$ cat src/rtl/dlqm_pkg.sv
`timescale 1ns / 1ps
// ----------------------------------------------------------------------------
// Lock queue manager package
// Shared types and constants for the lock queue manager front, queue and back.
// ----------------------------------------------------------------------------
package dlqm_pkg;

    // Field widths and the ranges that the input fields can express.
    localparam int TXN_W     = 8;
    localparam int BKT_W     = 10;
    localparam int CNT_W     = 8;
    localparam int TXN_RANGE = 256;
    localparam int BKT_RANGE = 1024;

    // Command queue between the front and the back.
    localparam int CMDQ_DEPTH = 4;

    // Release items report at most this many ready transactions.
    localparam int MAX_RESULTS = 8;
    localparam int RES_CNT_W   = $clog2(MAX_RESULTS + 1);

    localparam logic [CNT_W-1:0] CNT_MAX = '1;

    typedef enum logic {
        OP_LOCK    = 1'b0,
        OP_RELEASE = 1'b1
    } op_t;

    // Classified command as it travels from the front to the back.
    typedef struct packed {
        op_t              kind;
        logic [TXN_W-1:0] txn;
        logic [BKT_W-1:0] bucket;
        logic             wr;
        logic             closes;
    } cmd_t;

    // One lock request held in a bucket queue.
    typedef struct packed {
        logic             wr;
        logic [TXN_W-1:0] txn;
    } entry_t;

    // One result item.
    typedef struct packed {
        logic [TXN_W-1:0] txn;
        logic             is_ready;
        logic [CNT_W-1:0] blocked;
        logic             ovf;
        logic             last;
    } result_t;

endpackage

$ cat src/rtl/dlqm_front.sv
`timescale 1ns / 1ps
// ----------------------------------------------------------------------------
// Lock queue manager front
// Accepts input items, reduces transaction and bucket into range and hands
// the classified command to the command queue.
// ----------------------------------------------------------------------------
module dlqm_front
    import dlqm_pkg::*;
#(
    parameter int BUCKETS   = 1024,
    parameter int TXN_SLOTS = 256
)
(
    input  logic             clk,
    input  logic             rst_n,
    input  logic             in_valid,
    output logic             in_ready,
    input  logic             kind,
    input  logic [TXN_W-1:0] txn_id,
    input  logic [BKT_W-1:0] bucket,
    input  logic             write_mode,
    input  logic             closes_txn,
    output logic             cmd_valid,
    input  logic             cmd_ready,
    output cmd_t             cmd
);

    typedef enum logic [1:0] {
        F_IDLE,
        F_REDUCE,
        F_PUSH
    } fstate_t;

    // Reciprocal constants: the quotient is (x * RCP) >> SH, exact for
    // every field value below the field range.
    localparam int          BKT_SH     = 2 * BKT_W;
    localparam int          TXN_SH     = 2 * TXN_W;
    localparam logic [31:0] BKT_MOD    = 32'(BUCKETS);
    localparam logic [31:0] TXN_MOD    = 32'(TXN_SLOTS);
    localparam logic [31:0] BKT_RCP    = 32'(((1 << BKT_SH) + BUCKETS - 1) / BUCKETS);
    localparam logic [31:0] TXN_RCP    = 32'(((1 << TXN_SH) + TXN_SLOTS - 1) / TXN_SLOTS);
    localparam bit          BKT_REDUCE = (BUCKETS < BKT_RANGE);
    localparam bit          TXN_REDUCE = (TXN_SLOTS < TXN_RANGE);

    fstate_t          state_reg, state_next;
    cmd_t             cmd_reg, cmd_next;
    logic [31:0]      bkt_prod;
    logic [31:0]      bkt_back;
    logic [BKT_W-1:0] bkt_rem;
    logic [31:0]      txn_prod;
    logic [31:0]      txn_back;
    logic [TXN_W-1:0] txn_rem;

    // Remainder by reciprocal multiplication and one subtraction.
    assign bkt_prod = {{(32 - BKT_W){1'b0}}, cmd_reg.bucket} * BKT_RCP;
    assign bkt_back = (bkt_prod >> BKT_SH) * BKT_MOD;
    assign bkt_rem  = cmd_reg.bucket - bkt_back[BKT_W-1:0];
    assign txn_prod = {{(32 - TXN_W){1'b0}}, cmd_reg.txn} * TXN_RCP;
    assign txn_back = (txn_prod >> TXN_SH) * TXN_MOD;
    assign txn_rem  = cmd_reg.txn - txn_back[TXN_W-1:0];

    always_comb
    begin
        state_next = state_reg;
        cmd_next   = cmd_reg;
        unique case (state_reg)
            F_IDLE:
            begin
                if (in_valid)
                begin
                    cmd_next.kind   = op_t'(kind);
                    cmd_next.txn    = txn_id;
                    cmd_next.bucket = bucket;
                    cmd_next.wr     = write_mode;
                    cmd_next.closes = closes_txn;
                    state_next      = F_REDUCE;
                end
            end
            F_REDUCE:
            begin
                if (BKT_REDUCE)
                begin
                    cmd_next.bucket = bkt_rem;
                end
                if (TXN_REDUCE)
                begin
                    cmd_next.txn = txn_rem;
                end
                state_next = F_PUSH;
            end
            F_PUSH:
            begin
                if (cmd_ready)
                begin
                    state_next = F_IDLE;
                end
            end
            default:
            begin
                state_next = F_IDLE;
            end
        endcase
    end

    // State and registered command.
    always_ff @(posedge clk or negedge rst_n)
    begin
        if (!rst_n)
        begin
            state_reg <= F_IDLE;
        end
        else
        begin
            state_reg <= state_next;
        end
    end

    always_ff @(posedge clk)
    begin
        cmd_reg <= cmd_next;
    end

    assign in_ready  = (state_reg == F_IDLE);
    assign cmd_valid = (state_reg == F_PUSH);
    assign cmd       = cmd_reg;

endmodule

$ cat config.mk
export PLATFORM = sky130hd
export DESIGN_NAME = dlqm_front
export DESIGN_NICKNAME = d
export VERILOG_FILES = /design/src/rtl/dlqm_pkg.sv /design/src/rtl/dlqm_front.sv
export SDC_FILE = /design/constraint.sdc
export NUM_CORES = 1
export LEC_CHECK = 0
export ABC_AREA = 1
export BUFFER_PORTS_ARGS = -buffer_cell sky130_fd_sc_hd__buf_2
export CORE_MARGIN = 2
export CORE_UTILIZATION = 42
export DETAILED_ROUTE_END_ITERATION = 10
export HOLD_SLACK_MARGIN = 0.05
export PLACE_DENSITY = 0.8
export SYNTH_ARGS = -nofsm -noshare
export SYNTH_HDL_FRONTEND = slang
export SYNTH_SLANG_ARGS = --single-unit
$ cat constraint.sdc
create_clock -name clk -period 5.7 [get_ports clk]
set_input_delay 0.57 -clock clk [delete_from_list [all_inputs] [get_ports clk]]
set_output_delay 0.57 -clock clk [all_outputs]
set_load 0.02 [all_outputs]
==> summary.txt <==
Synth
  • Simple-gate portion of the synthesized area: under 10%
  • Share of synthesized area spent on multiplexers: 0%
  • Adder-Cell Fraction of Synth Area: 0%
  • Post-Syn Nets: 58
  • Synth top area share: 86.7%
  • Compound-gate portion of the synthesized area: 0%
  • Post-Synth XOR/XNOR Area: 0%
  • Largest area contributor in the netlist: edfxtp_1
  • Main combinational cell family by area after synthesis: simple AND/OR/NAND/NOR gates
  • Synthesized area: ~730 µm²
  • Mean post-synth cell area: approximately 22 µm²
  • Synth cell types: 7
  • Synth top area cells: edfxtp_1 87%, dfrtp_1 6.9%, nor3b_1 2.1%, inv_1 1.5%, nand2_1 1.0%
  • Seq/Total Area, Yosys: 93.6%
  • YS warnings: 0
  • Mapped Cells: 33
  • FF+latch count, synth: 23

Die
  • Core Area: ~0.0017 mm²
  • # rows: 15
  • Die area: 0.00208 mm²
  • Initial Util: 43.5%
  • DIE WIDTH: 45.6 µm
  • IO Pins: 48
  • Die H: 45.6 µm

Timing
  • Pins Over Slew Limit: 0
  • Endpoints failing setup: 0
  • Minimum clock period: 1650 ps
  • Fin. Hold Viols: 0
  • Worst Skew: 3.70 ps
  • RSZ-0062 raised after global routing: false
  • Worst-Margin Slew: approximately 250 ps
  • Final setup TNS: 0 ps
  • Period Utilization, post-route: between 20% and 30%
  • Worst slew margin: 83.5%
  • F_max: 606 MHz

Critical path
  • Crit. Startpoint: state_reg[1]
  • CP arrival: 1080 ps
  • Data required time at the worst endpoint: 5130 ps
  • Worst Path Max Fanout: 5
  • R2R Path Start: state_reg[1]
  • CP Launch Type: register
  • R2R Setup Slk: 4450 ps
  • Kind of critical path: reg2out
  • Crit. End Element: primary output

Clocking
  • Reg clk slew, reported paths: approximately 110 ps
  • Post-CTS sizing: 0
  • CTS HTree Levels: 1
  • Clock sinks: 23
  • Clk buf depth: 2
  • CTS tree: done
  • TritonCTS buffer count: 3
  • Clk_lat worst skew: 290 ps
  • Root Buffer: clkbuf_4

Pwr
  • PwrDens: 418 mW/mm²
  • Pint: 0.000294 W
  • Clock share of power: 15.9%
  • Flop pwr share: 56.4%
  • Total power draw: about 0.00043 W
  • Worst ir drop on vdd: approximately 220 µV
  • Sw power: 0.000137 W
  • Logic pwr share: 27.7%
  • Leak: approximately 0.46 nW
  • Switch share: 31.9%

Route
  • Vias post-DR: 465
  • WL final: ~1.2 mm
  • DRC: 0
  • Pre-Repair DR Iteration Count: 2
  • Post-route ant nets: 0
  • Drt wl/cell: 11.7 µm
  • First-iteration detailed-routing DRC count: 6
  • Via/cell ratio: about 4.5

Cells and area
  • Fillers: between 100 and 150
  • Max FFs per register: 21
  • Commonest non-fill, non-tap cell in the layout: buf_2
  • Layout area overhead: 42.0%
  • Finished Cell Area: between 0.001 and 0.0015 mm²
  • Commonest non-fill, non-tap cells in the layout: 47 x buf_2, 21 x edfxtp_1, 3 x inv_1, 3 x clkbuf_4
  • Layout cell share with drive strength beyond 1: between 60% and 70%
  • # diodes: 0
  • Final #Nets: 112

Placed design
  • DP Area: 996 µm²
  • Detail Placement HPWL: 947 µm
  • PortBufs: 47
  • RePlAce Congestion: 0.655

Job
  • Max capacitance violation total: 0

GRT
  • Total gr overflow: 0
  • Number of global-route vias before repair: approximately 430
  • GRT Total Usage: between 10% and 20%
  • Initial antenna violation count: 0
  • First-pass GRT wire length: 1.69 mm
  • Pin count of the biggest net entering global routing: 22

Worst hold path
  • Hold path start: bucket[7]
  • HP Class: in2reg

Run status
  • Status: complete, no violations
[path summary, 6_finish.rpt]
check                                    end  cells past startpoint
worst min-delay path                  cmd[9]                      1
worst max-delay path               cmd_valid                      3
max in group asynchronous       state_reg[1]                      2
worst min register to register  state_reg[0]                      1
worst max register to register       cmd[17]                      2
min in group asynchronous       state_reg[0]                      2
[timing repair]
action | in CTS | in global routing
hold buffers | 1 | 0
buffers inserted | 0 | 0
hold endpoints to repair | 2 | 0
[kinds of logic after synthesis]
logic type    after synthesis
flops                      23
simple gates                7
buf+inv                     3
[through the flow]
step | instances | hold WS [ps] | setup WS (ps) | util, %
4_1_cts | 103 | 435 | 4050 | 61.8
5_1_grt | 103 | 428 | 3930 | 61.8
3_5_place_dp | 98 | 358 | 4270 | 59.6
6_report | 103 | 443 | 4050 | 61.8
2_1_floorplan | 33 | 274 | 3110 | -
3_3_place_gp | 98 | 356 | 4310 | 59.6
[cell usage after synthesis]
master	number
inv_1	3
edfxtp_1	21
nor2_1	2
nand2_1	2
nor3b_1	2
nand3_1	1
dfrtp_1	2
[per-layer routing]
metal	vias to the layer above	part of all wire (%)	GRT usage (%)
met5	-	0	0
met4	0	3.2	11.2
met3	4	15	3.57
met2	32	48	20.6
met1	203	33	11.1
li1	226	-	-
[critical path: stages, from the launching register on]
cell     delay, ps
dfrtp_1        450
inv_1           80
nor2_1          90
buf_2          170
[final cells by class]
cell class	count	area (µm²)	area share (%)
timing repair buffer	49	253	24.5
multi-input combinational	7	40.0	3.88
sequential	23	681	65.9
inverter	3	11.3	1.09
tap	17	21.3	2.06
clock buffer	4	26.3	2.55
[power groups by stage]
| stage | registers [W] | logic, W | clock network [W] |
|---|---|---|---|
| 2_1_floorplan | 0.000284 | 0.0000347 | 0 |
| 3_3_place_gp | 0.000245 | 0.000118 | 0 |
| 3_5_place_dp | 0.000247 | 0.000121 | 0 |
| 4_1_cts | 0.000243 | 0.000121 | 0.0000710 |
| 5_1_grt | 0.000248 | 0.000130 | 0.0000757 |
| 6_report | 0.000243 | 0.000120 | 0.0000686 |
Note: power is estimated with default switching activity, not from simulation.
