<file path="config.mk">
export PLATFORM = sky130hd
export DESIGN_NAME = dlqm_fifo
export DESIGN_NICKNAME = d
export VERILOG_FILES = /design/src/rtl/dlqm_pkg.sv /design/src/rtl/dlqm_fifo.sv
export SDC_FILE = /design/constraint.sdc
export NUM_CORES = 1
export LEC_CHECK = 0
export BUFFER_PORTS_ARGS = -buffer_cell sky130_fd_sc_hd__buf_2
export CAP_MARGIN = 0
export CORE_MARGIN = 2
export CORE_UTILIZATION = 45
export CTS_BUF_LIST = sky130_fd_sc_hd__clkbuf_8
export CTS_CLUSTER_SIZE = 14
export DETAILED_ROUTE_END_ITERATION = 7
export SKIP_CTS_REPAIR_TIMING = 1
export SYNTH_ARGS = -nofsm -noshare
export SYNTH_HDL_FRONTEND = slang
export SYNTH_SLANG_ARGS = --single-unit
</file>
<file path="constraint.sdc">
create_clock -name clk -period 5.1 [get_ports clk]
set_input_delay 0.51 -clock clk [delete_from_list [all_inputs] [get_ports clk]]
set_output_delay 0.51 -clock clk [all_outputs]
set_load 0.005 [all_outputs]
</file>
<file path="src/rtl/dlqm_pkg.sv">
`timescale 1ns / 1ps
// ----------------------------------------------------------------------------
// Lock queue manager package
// Shared types and constants for the lock queue manager front, queue and back.
// ----------------------------------------------------------------------------
package dlqm_pkg;

    // Field widths and the ranges that the input fields can express.
    localparam int TXN_W     = 8;
    localparam int BKT_W     = 10;
    localparam int CNT_W     = 8;
    localparam int TXN_RANGE = 256;
    localparam int BKT_RANGE = 1024;

    // Command queue between the front and the back.
    localparam int CMDQ_DEPTH = 4;

    // Release items report at most this many ready transactions.
    localparam int MAX_RESULTS = 8;
    localparam int RES_CNT_W   = $clog2(MAX_RESULTS + 1);

    localparam logic [CNT_W-1:0] CNT_MAX = '1;

    typedef enum logic {
        OP_LOCK    = 1'b0,
        OP_RELEASE = 1'b1
    } op_t;

    // Classified command as it travels from the front to the back.
    typedef struct packed {
        op_t              kind;
        logic [TXN_W-1:0] txn;
        logic [BKT_W-1:0] bucket;
        logic             wr;
        logic             closes;
    } cmd_t;

    // One lock request held in a bucket queue.
    typedef struct packed {
        logic             wr;
        logic [TXN_W-1:0] txn;
    } entry_t;

    // One result item.
    typedef struct packed {
        logic [TXN_W-1:0] txn;
        logic             is_ready;
        logic [CNT_W-1:0] blocked;
        logic             ovf;
        logic             last;
    } result_t;

endpackage

</file>
<file path="src/rtl/dlqm_fifo.sv">
`timescale 1ns / 1ps
// ----------------------------------------------------------------------------
// Lock queue manager command queue
// Short first-in first-out queue of classified commands between the front
// and the back.
// ----------------------------------------------------------------------------
module dlqm_fifo
    import dlqm_pkg::*;
(
    input  logic clk,
    input  logic rst_n,
    input  logic push_valid,
    output logic push_ready,
    input  cmd_t push_data,
    output logic pop_valid,
    input  logic pop_ready,
    output cmd_t pop_data
);

    localparam int QW = $clog2(CMDQ_DEPTH);
    localparam int CW = $clog2(CMDQ_DEPTH + 1);

    cmd_t          slot_reg [CMDQ_DEPTH];
    logic [QW-1:0] wr_ptr_reg, wr_ptr_next;
    logic [QW-1:0] rd_ptr_reg, rd_ptr_next;
    logic [CW-1:0] count_reg, count_next;
    logic          do_push;
    logic          do_pop;

    assign push_ready = (count_reg != CW'(CMDQ_DEPTH));
    assign pop_valid  = (count_reg != '0);
    assign do_push    = push_valid && push_ready;
    assign do_pop     = pop_valid && pop_ready;
    assign pop_data   = slot_reg[rd_ptr_reg];

    // Pointer and occupancy update.
    always_comb
    begin
        wr_ptr_next = wr_ptr_reg;
        rd_ptr_next = rd_ptr_reg;
        count_next  = count_reg;
        if (do_push)
        begin
            wr_ptr_next = (wr_ptr_reg == QW'(CMDQ_DEPTH - 1)) ? '0 : wr_ptr_reg + QW'(1);
        end
        if (do_pop)
        begin
            rd_ptr_next = (rd_ptr_reg == QW'(CMDQ_DEPTH - 1)) ? '0 : rd_ptr_reg + QW'(1);
        end
        if (do_push && !do_pop)
        begin
            count_next = count_reg + CW'(1);
        end
        else if (!do_push && do_pop)
        begin
            count_next = count_reg - CW'(1);
        end
    end

    always_ff @(posedge clk or negedge rst_n)
    begin
        if (!rst_n)
        begin
            wr_ptr_reg <= '0;
            rd_ptr_reg <= '0;
            count_reg  <= '0;
        end
        else
        begin
            wr_ptr_reg <= wr_ptr_next;
            rd_ptr_reg <= rd_ptr_next;
            count_reg  <= count_next;
        end
    end

    // Storage slots.
    always_ff @(posedge clk)
    begin
        if (do_push)
        begin
            slot_reg[wr_ptr_reg] <= push_data;
        end
    end

endmodule

</file>
==> results of run 1 <==
==> worst max-delay path: stages (launching register included) <==
cell and delay (ns):
dfrtp_1 0.59, buf_4 0.41, mux4_2 0.56, buf_2 0.14
==> cell families after synthesis <==
family / after synthesis / share of synthesized area
buf+inv: 8 / 0.0108
flops: 91 / 0.778
fa+ha+maj: 7 / 0.0274
xor+xnor: 3 / 0.00758
simple gates: 11 / 0.0209
mux: 26 / 0.155
==> through the flow <==
step,utilization,setup slack (ns),hold WS (ns)
global route,0.528,2.34,0.359
detailed placement,0.501,2.82,0.357
global placement,0.501,2.86,0.350
CTS,0.527,2.44,-0.0218
finish,0.528,2.54,0.373
floorplan,-,3.03,0.214
==> metal layers <==
metal,vias to the layer above,GRT usage,routed length (um)
li1,712,-,-
met1,815,0.191,2460
met2,48,0.241,2880
met3,11,0.0394,224
met4,0,0.0684,132
met5,-,0,0
==> layout make-up <==
class	instances	area [um2]	area share
clock inverters	7	75.1	0.0187
inverters	3	11.3	0.00280
well taps	102	128	0.0318
multi-input cells	47	731	0.182
clock buffers	9	124	0.0308
flip-flops and latches	91	2700	0.671
repair buffers	49	253	0.0629
==> worst max path at each step <==
stage	slack (ns)	from	endpoint
final	2.54	rd_ptr_reg[0]	pop_data[10]
after global routing	2.34	rd_ptr_reg[0]	pop_data[10]
after CTS	2.44	rd_ptr_reg[0]	pop_data[11]
after detailed placement	2.82	rd_ptr_reg[0]	pop_data[11]
after global placement	2.86	rd_ptr_reg[0]	pop_data[11]
after floorplan	3.03	count_reg[1]	count_reg[2]
==> cell usage after synthesis <==
library cell	number
edfxtp_1	84
and2_4	1
dfrtp_1	7
inv_1	3
mux2_2	3
buf_1	1
xnor2_1	1
ha_1	6
nand2_1	1
mux2_4	2
fa_1	1
buf_4	1
xor2_1	2
nor2_1	3
mux4_2	21
and3_2	4
or3b_4	1
buf_2	3
or3_2	1
==> power breakdown <==
group	switching [mW]	internal (mW)
sequential	0.104	0.993
clock	0.249	0.229
combinational	0.275	0.346
total	0.628	1.57
==> metrics, run 1 <==
status completed; gr usage total 0.149; WP data arrival 2.05 ns; maximum clock frequency 391 MHz; RSZ-0062 raised after global routing false; Non-Filler Instances 308; post-synth top area cell edfxtp_1; startpoint type of the worst setup path flop; Slew headroom 0.304; Req. time, crit path 4.59 ns; Layout Nets 233; Clock Pin Slew Worst Setup and Hold Paths 0.09 ns; Worst Min Path Start push_data[14]; Iter 0 DRT Violations 98; overall die height 91.8 um; YS warnings 0; HPWL Detailed 3570 um; Cells after DPL 291; worst flop-to-flop path endpoint count_reg[2]; final WL 5700 um; worst hold path endpoint slot_reg[0][14]; crit share post-route 0.502; placed inst area 3810 um2; clk sinks 91; synth top area cells edfxtp_1 (73%), mux4_2 (14%), dfrtp_1 (5.1%); min-delay worst type primary input to flop; CTS tree yes; area delta synth->final 16.0%; initial antenna violation count 0; Worst R2R Setup Slack 2.86 ns; Crit. End Element output pin; CTS root buffer clkbuf_8; commonest cells after routing, fill and taps aside edfxtp_1 (84), buf_2 (47), mux4_2 (21), clkbuf_8 (9), dfrtp_1 (7); Power per Cell Area 546 nW/um2; critical path class flop to output pin; reg2reg path depth 8; Synth cell types 19; per-cell routed wire length 18.5 um; Clock Latency Late Sink 0.35 ns; critical path peak fanout 18; Antenna diodes 0; Mapped Area 3470 um2; post-synth net total 178; static leakage 1.42 nW; ANT nets after route 0; cell area after layout 4020 um2; Die W 91.8 um; Max VDD drop 0.377 mV; fin crit period 2.56 ns; DRT Pass-1 Iters 4; Initial Util 0.456; final total power 2.20 mW; Setup-failing EPs final 0; Seq/Total Area, Yosys 0.778; reg2reg start count_reg[0]; total grt overflow 0; number of H-tree levels 3; clk_skew 0.0124 ns; vias in the first global route 1,761; Syn Inst Count 146; hold path cells 1; clk buf depth 2; Max-Cap Viols 0; DIE AREA 8420 um2; Synth top area share 0.728; Mapped Avg Cell Area 23.7 um2; Top Ports 48; via count 1,586; Rows 32; commonest non-fill, non-tap cell in the layout edfxtp_1; Synth Register Bits 91; first-pass GRT wire length 9180 um; setup TNS 0 ns; IO Port Bufs 47; Num CTS Buffers 9; Least-Margin Pin Slew 1.04 ns; Hold Violations, Final 0; DRC 0; core area 7610 um2; pin count of the biggest net entering global routing 24; fraction of layout cells with a size suffix above 1 0.466; routability-driven placement congestion ratio 0.637; # fillers 618; max reg flops 84; Final Max Tran Viols 0; vias per inst 5.15
Power figures use the tool's default switching activity.
==> inputs of run 2 (changes only) <==
--- a/config.mk
+++ b/config.mk
@@ -12,6 +12,7 @@
 export CTS_BUF_LIST = sky130_fd_sc_hd__clkbuf_8
 export CTS_CLUSTER_SIZE = 14
 export DETAILED_ROUTE_END_ITERATION = 7
+export PLACE_DENSITY = 0.67
 export SKIP_CTS_REPAIR_TIMING = 1
 export SYNTH_ARGS = -nofsm -noshare
 export SYNTH_HDL_FRONTEND = slang
==> constraint.sdc (replaced) <==
create_clock -name clk -period 2.1 [get_ports clk]
set_input_delay 0.21 -clock clk [delete_from_list [all_inputs] [get_ports clk]]
set_output_delay 0.21 -clock clk [all_outputs]
set_load 0.005 [all_outputs]
==> metrics, run 2 (synthesized netlist as in run 1, its figures left out) <==
Combinational Power Share 0.333 (was 0.283); static leakage 1.48 nW (was 1.42 nW); ANT nets after route 0 (unchanged); pin count of the biggest net entering global routing 21 (was 24); busiest grt layer met2 (unchanged); Rows 32 (unchanged); reg2reg path depth 6 (was 8); HPWL Detailed 3800 um (was 3570 um); first-pass GRT wire length 9170 um (was 9180 um); clk buf depth 2 (unchanged); switching portion of total power 0.280 (was 0.286); area delta synth->final 20.0% (was 16.0%); clk_skew 0.0116 ns (was 0.0124 ns); internal power 3.95 mW (was 1.57 mW); GR Layer Usage met1 0.200 (was 0.191); cell area after layout 4160 um2 (was 4020 um2); fin crit period 2.02 ns; WP data arrival 2.27 ns (was 2.05 ns); Iter 0 DRT Violations 60 (was 98); Clock Latency Late Sink 0.35 ns (about the same); status completed (unchanged); Power per Cell Area 1320 nW/um2 (was 546 nW/um2); met2 Resource Use GR 0.233 (was 0.241); Die W 91.8 um (unchanged); startpoint type of the worst setup path flop (unchanged); final WL 5740 um (was 5700 um); pre-CTS setup slack -0.0229 ns (was 2.82 ns); net switching power 1.54 mW (was 0.628 mW); IO Port Bufs 47 (unchanged); Req. time, crit path 2.35 ns (was 4.59 ns); Hold Violations, Final 0 (unchanged); CP top delay family simple AND/OR/NAND/NOR gates (was flip-flops); routability-driven placement congestion ratio 0.690 (was 0.637); Final Max Tran Viols 0 (unchanged); maximum clock frequency 495 MHz; vias per inst 4.97 (was 5.15); Max VDD drop 0.606 mV (was 0.377 mV); fraction of layout cells with a size suffix above 1 0.488 (was 0.466); Initial Util 0.456 (unchanged); critical path peak fanout 6 (was 18); Top Ports 48 (unchanged); DRT Pass-1 Iters 4 (unchanged); Clock Pin Slew Worst Setup and Hold Paths 0.09 ns (about the same); Post-Route Utilization 0.547 (was 0.528); Cell Chain, Critical Path or3b_4, and2_4, ha_4, inv_1, fa_1, mux2_2 (was buf_4, mux4_2, buf_2); Levels on crit path 6 (was 3); Num CTS Buffers 9 (unchanged); Setup-failing EPs final 0 (unchanged); max reg flops 84 (unchanged); Reg power frac 0.463 (was 0.499); CTS tree yes (unchanged); per-cell routed wire length 18.1 um (was 18.5 um); initial antenna violation count 0 (unchanged); DIE AREA 8420 um2 (unchanged); placed inst area 3940 um2 (was 3810 um2); critical path class flop to flop (was flop to output pin); min-delay worst type primary input to flop (unchanged); crit share post-route 0.961; Critical-path top delay cell or3b_4 (was dfrtp_1); Setup WS post-layout 0.0817 ns (was 2.54 ns); Antenna diodes 0 (unchanged); DRC 0 (unchanged); RSZ-0062 raised after global routing false (unchanged); crit-path max cell delay 0.43 ns (was 0.59 ns); met3 GRT Util 0.0616 (was 0.0394); vias in the first global route 1,740 (was 1,761); core area 7610 um2 (unchanged); via count 1,577 (was 1,586); commonest cells after routing, fill and taps aside edfxtp_1 (84), buf_2 (47), mux4_2 (21), clkbuf_8 (9), dfrtp_1 (6) (was edfxtp_1 (84), buf_2 (47), mux4_2 (21), clkbuf_8 (9), dfrtp_1 (7)); Slew headroom 0.750 (was 0.304); Crit. End Element flop (was output pin); clk sinks 91 (unchanged); Layout Nets 242 (was 233); CTS root buffer clkbuf_8 (unchanged); gr usage total 0.152 (was 0.149); Buf+Inv Stages, Crit Path 1 (was 2); Max-Cap Viols 0 (unchanged); overall die height 91.8 um (unchanged); Least-Margin Pin Slew 0.375 ns (was 1.04 ns); Clk pwr share 0.204 (was 0.218); number of H-tree levels 3 (unchanged); commonest non-fill, non-tap cell in the layout edfxtp_1 (unchanged); total grt overflow 0 (unchanged); hold path cells 1 (unchanged)
[run 2: cell count changes in the layout (fill, tap and decap cells not counted), sizes merged]
| cell | before | now |
|---|---|---|
| clkinv | 2 | 4 |
| buf | 48 | 57 |
| clkinvlp | 2 | 0 |
[run 2: stage by stage]
stage | power [mW] | TNS (ns) | hold slack [ns] | std cells
5_1_grt | 5.80 | 0 | 0.0471 | 317
2_1_floorplan | 3.66 | 0 | -0.0856 | 146
3_3_place_gp | 4.40 | 0 | 0.0551 | 300
3_5_place_dp | 4.44 | -0.0229 | 0.0579 | 300
4_1_cts | 5.56 | -0.0528 | -0.335 | 316
6_report | 5.49 | 0 | 0.0680 | 317
[run 2: cell type report]
cell class                      instances  area, um2
Tap cell                              102        128
Sequential cell                        91       2700
Clock buffer                            9        124
Inverter                                3       11.3
Multi-Input combinational cell         47        754
Timing Repair Buffer                   58        383
Fill cell                             602       3450
Clock inverter                          7       58.8
[run 2: worst paths after layout]
| kind | to | from | slack [ns] |
|---|---|---|---|
| max in group asynchronous | rd_ptr_reg[0] | rst_n | 1.71 |
| setup / recovery | count_reg[1] | count_reg[1] | 0.08 |
| min in group asynchronous | count_reg[1] | rst_n | 0.21 |
| hold / removal | slot_reg[3][1] | push_data[1] | 0.07 |
| setup reg to reg | count_reg[1] | count_reg[1] | 0.08 |
| hold reg to reg | count_reg[2] | count_reg[2] | 0.50 |
[run 2: power groups by stage]
stage / Sequential [mW] / Combinational [mW] / Clock [mW]
after floorplan: 2.55 / 1.12 / 0
after global placement: 2.57 / 1.83 / 0
after detailed placement: 2.59 / 1.86 / 0
after CTS: 2.55 / 1.86 / 1.15
after global routing: 2.59 / 2.00 / 1.21
final: 2.54 / 1.83 / 1.12
[run 2: layer usage]
| metal | vias to the layer above | part of all wire | wire (um) |
|---|---|---|---|
| met5 | - | 0 | 0 |
| met4 | 0 | 0.014 | 80 |
| met3 | 8 | 0.048 | 277 |
| met2 | 39 | 0.49 | 2820 |
| met1 | 803 | 0.45 | 2560 |
| li1 | 727 | - | - |
[run 2: worst reg2reg max path: stages (launching register included)]
cell and delay, ns:
dfrtp_1 0.41, or3b_4 0.43, and2_4 0.20, ha_4 0.16
inv_1 0.06, fa_1 0.39, mux2_2 0.26
==> inputs of run 3 (changes only) <==
==> constraint.sdc (replaced) <==
create_clock -name clk -period 2.1 [get_ports clk]
set_input_delay 0.315 -clock clk [delete_from_list [all_inputs] [get_ports clk]]
set_output_delay 0.315 -clock clk [all_outputs]
set_load 0.005 [all_outputs]
==> metrics, run 3 (synthesized netlist as in run 1, its figures left out) <==
status completed (unchanged); Layout Nets 244 (was 242); critical path class flop to flop (unchanged); internal power 4.02 mW (was 3.95 mW); CTS root buffer clkbuf_8 (unchanged); RSZ-0062 raised after global routing false (unchanged); via count 1,631 (was 1,577); DRT Pass-1 Iters 4 (unchanged); number of H-tree levels 3 (unchanged); Setup WS post-layout 0.0802 ns (was 0.0817 ns); switching portion of total power 0.280 (about the same); DRC 0 (unchanged); ANT nets after route 0 (unchanged); startpoint type of the worst setup path flop (unchanged); pin count of the biggest net entering global routing 22 (was 21); commonest cells after routing, fill and taps aside edfxtp_1 (84), buf_2 (47), mux4_2 (21), clkbuf_8 (9) (was edfxtp_1 (84), buf_2 (47), mux4_2 (21), clkbuf_8 (9), dfrtp_1 (6)); Slew headroom 0.759 (was 0.750); vias per inst 5.11 (was 4.97); Combinational Power Share 0.342 (was 0.333); Clock Latency Late Sink 0.34 ns (was 0.35 ns); clk_skew 0.00601 ns (was 0.0116 ns); Num CTS Buffers 9 (unchanged); Post-Route Utilization 0.551 (was 0.547); total grt overflow 0 (unchanged); pre-CTS setup slack -0.0196 ns (was -0.0229 ns); Antenna diodes 0 (unchanged); CTS tree yes (unchanged); Initial Util 0.456 (unchanged); per-cell routed wire length 18.6 um (was 18.1 um); static leakage 1.50 nW (was 1.48 nW); WP data arrival 2.25 ns (was 2.27 ns); IO Port Bufs 47 (unchanged); gr usage total 0.146 (was 0.152); final WL 5920 um (was 5740 um); fin crit period 2.02 ns (about the same); net switching power 1.56 mW (was 1.54 mW); core area 7610 um2 (unchanged); initial antenna violation count 0 (unchanged); Power per Cell Area 1330 nW/um2 (was 1320 nW/um2); area delta synth->final 20.9% (was 20.0%); final total power 5.58 mW (was 5.49 mW); routability-driven placement congestion ratio 0.705 (was 0.690); Clock Pin Slew Worst Setup and Hold Paths 0.08 ns (was 0.09 ns); Top Ports 48 (unchanged); Clk pwr share 0.198 (was 0.204); Crit. End Element flop (unchanged); Reg power frac 0.460 (was 0.463); maximum clock frequency 495 MHz (about the same); critical path peak fanout 6 (unchanged); Least-Margin Pin Slew 0.362 ns (was 0.375 ns); Rows 32 (unchanged); min-delay worst type primary input to flop (unchanged); crit share post-route 0.962 (was 0.961); Max VDD drop 0.662 mV (was 0.606 mV); HPWL Detailed 3740 um (was 3800 um); first-pass GRT wire length 8810 um (was 9170 um); clk sinks 91 (unchanged); Die W 91.8 um (unchanged); clk buf depth 2 (unchanged); vias in the first global route 1,696 (was 1,740); Final Max Tran Viols 0 (unchanged); overall die height 91.8 um (unchanged); Req. time, crit path 2.33 ns (was 2.35 ns); DIE AREA 8420 um2 (unchanged); Hold Violations, Final 0 (unchanged); commonest non-fill, non-tap cell in the layout edfxtp_1 (unchanged); Setup-failing EPs final 0 (unchanged); Max-Cap Viols 0 (unchanged); fraction of layout cells with a size suffix above 1 0.493 (was 0.488); max reg flops 84 (unchanged); Iter 0 DRT Violations 86 (was 60)
-- run 3: cell types whose count changed in the layout (fill, tap and decap cells not counted), sizes merged --
cell and change:
buf +1, clkbuf +1, clkinv +2, inv -2
-- run 3: power by group through the flow --
stage	Sequential (mW)	Clock, mW	Combinational, mW
2_1_floorplan	2.55	0	1.12
3_3_place_gp	2.59	0	1.81
3_5_place_dp	2.61	0	1.84
4_1_cts	2.57	1.13	1.84
5_1_grt	2.60	1.20	2.09
6_report	2.57	1.10	1.91
-- run 3: area by class of cell --
| type | count | area (um2) |
|---|---|---|
| fill | 630 | 3420 |
| sequential | 91 | 2700 |
| multi-input combinational | 47 | 754 |
| timing repair buffer | 60 | 415 |
| tap | 102 | 128 |
| clock buffer | 9 | 124 |
| clock inverter | 7 | 58.8 |
| inverter | 3 | 11.3 |
-- run 3: stage by stage --
stage / cell area, um2 / cells / TNS, ns / hold slack (ns)
6_report: 4190 / 319 / 0 / 0.183
2_1_floorplan: 3470 / 146 / 0 / 0.0194
3_3_place_gp: 3930 / 299 / 0 / 0.160
5_1_grt: 4190 / 319 / 0 / 0.168
3_5_place_dp: 3930 / 299 / -0.0196 / 0.160
4_1_cts: 4120 / 315 / -0.0457 / -0.215
-- run 3: worst max-delay path, stage by stage (launching register included) --
cell and delay [ns]:
dfrtp_1 0.40, or3b_4 0.43, and2_4 0.20, ha_4 0.16, inv_1 0.06, fa_1 0.40
mux2_2 0.26
-- run 3: metal layers --
layer  GRT usage  vias up  part of all wire
met5           0        -                 0
met3      0.0460        6             0.047
met1       0.186      847              0.45
met4      0.0485        0             0.012
met2       0.239       40              0.49
li1            -      738                 -
-- run 3: final timing paths --
kind	start	endpoint	slack, ns	cells past startpoint
worst max register to register	count_reg[1]	count_reg[1]	0.08	6
worst min register to register	count_reg[2]	count_reg[2]	0.50	1
worst max-delay path	count_reg[1]	count_reg[1]	0.08	6
max in group asynchronous	rst_n	rd_ptr_reg[0]	1.59	2
min in group asynchronous	rst_n	count_reg[1]	0.33	2
worst min-delay path	push_data[20]	slot_reg[0][20]	0.18	1
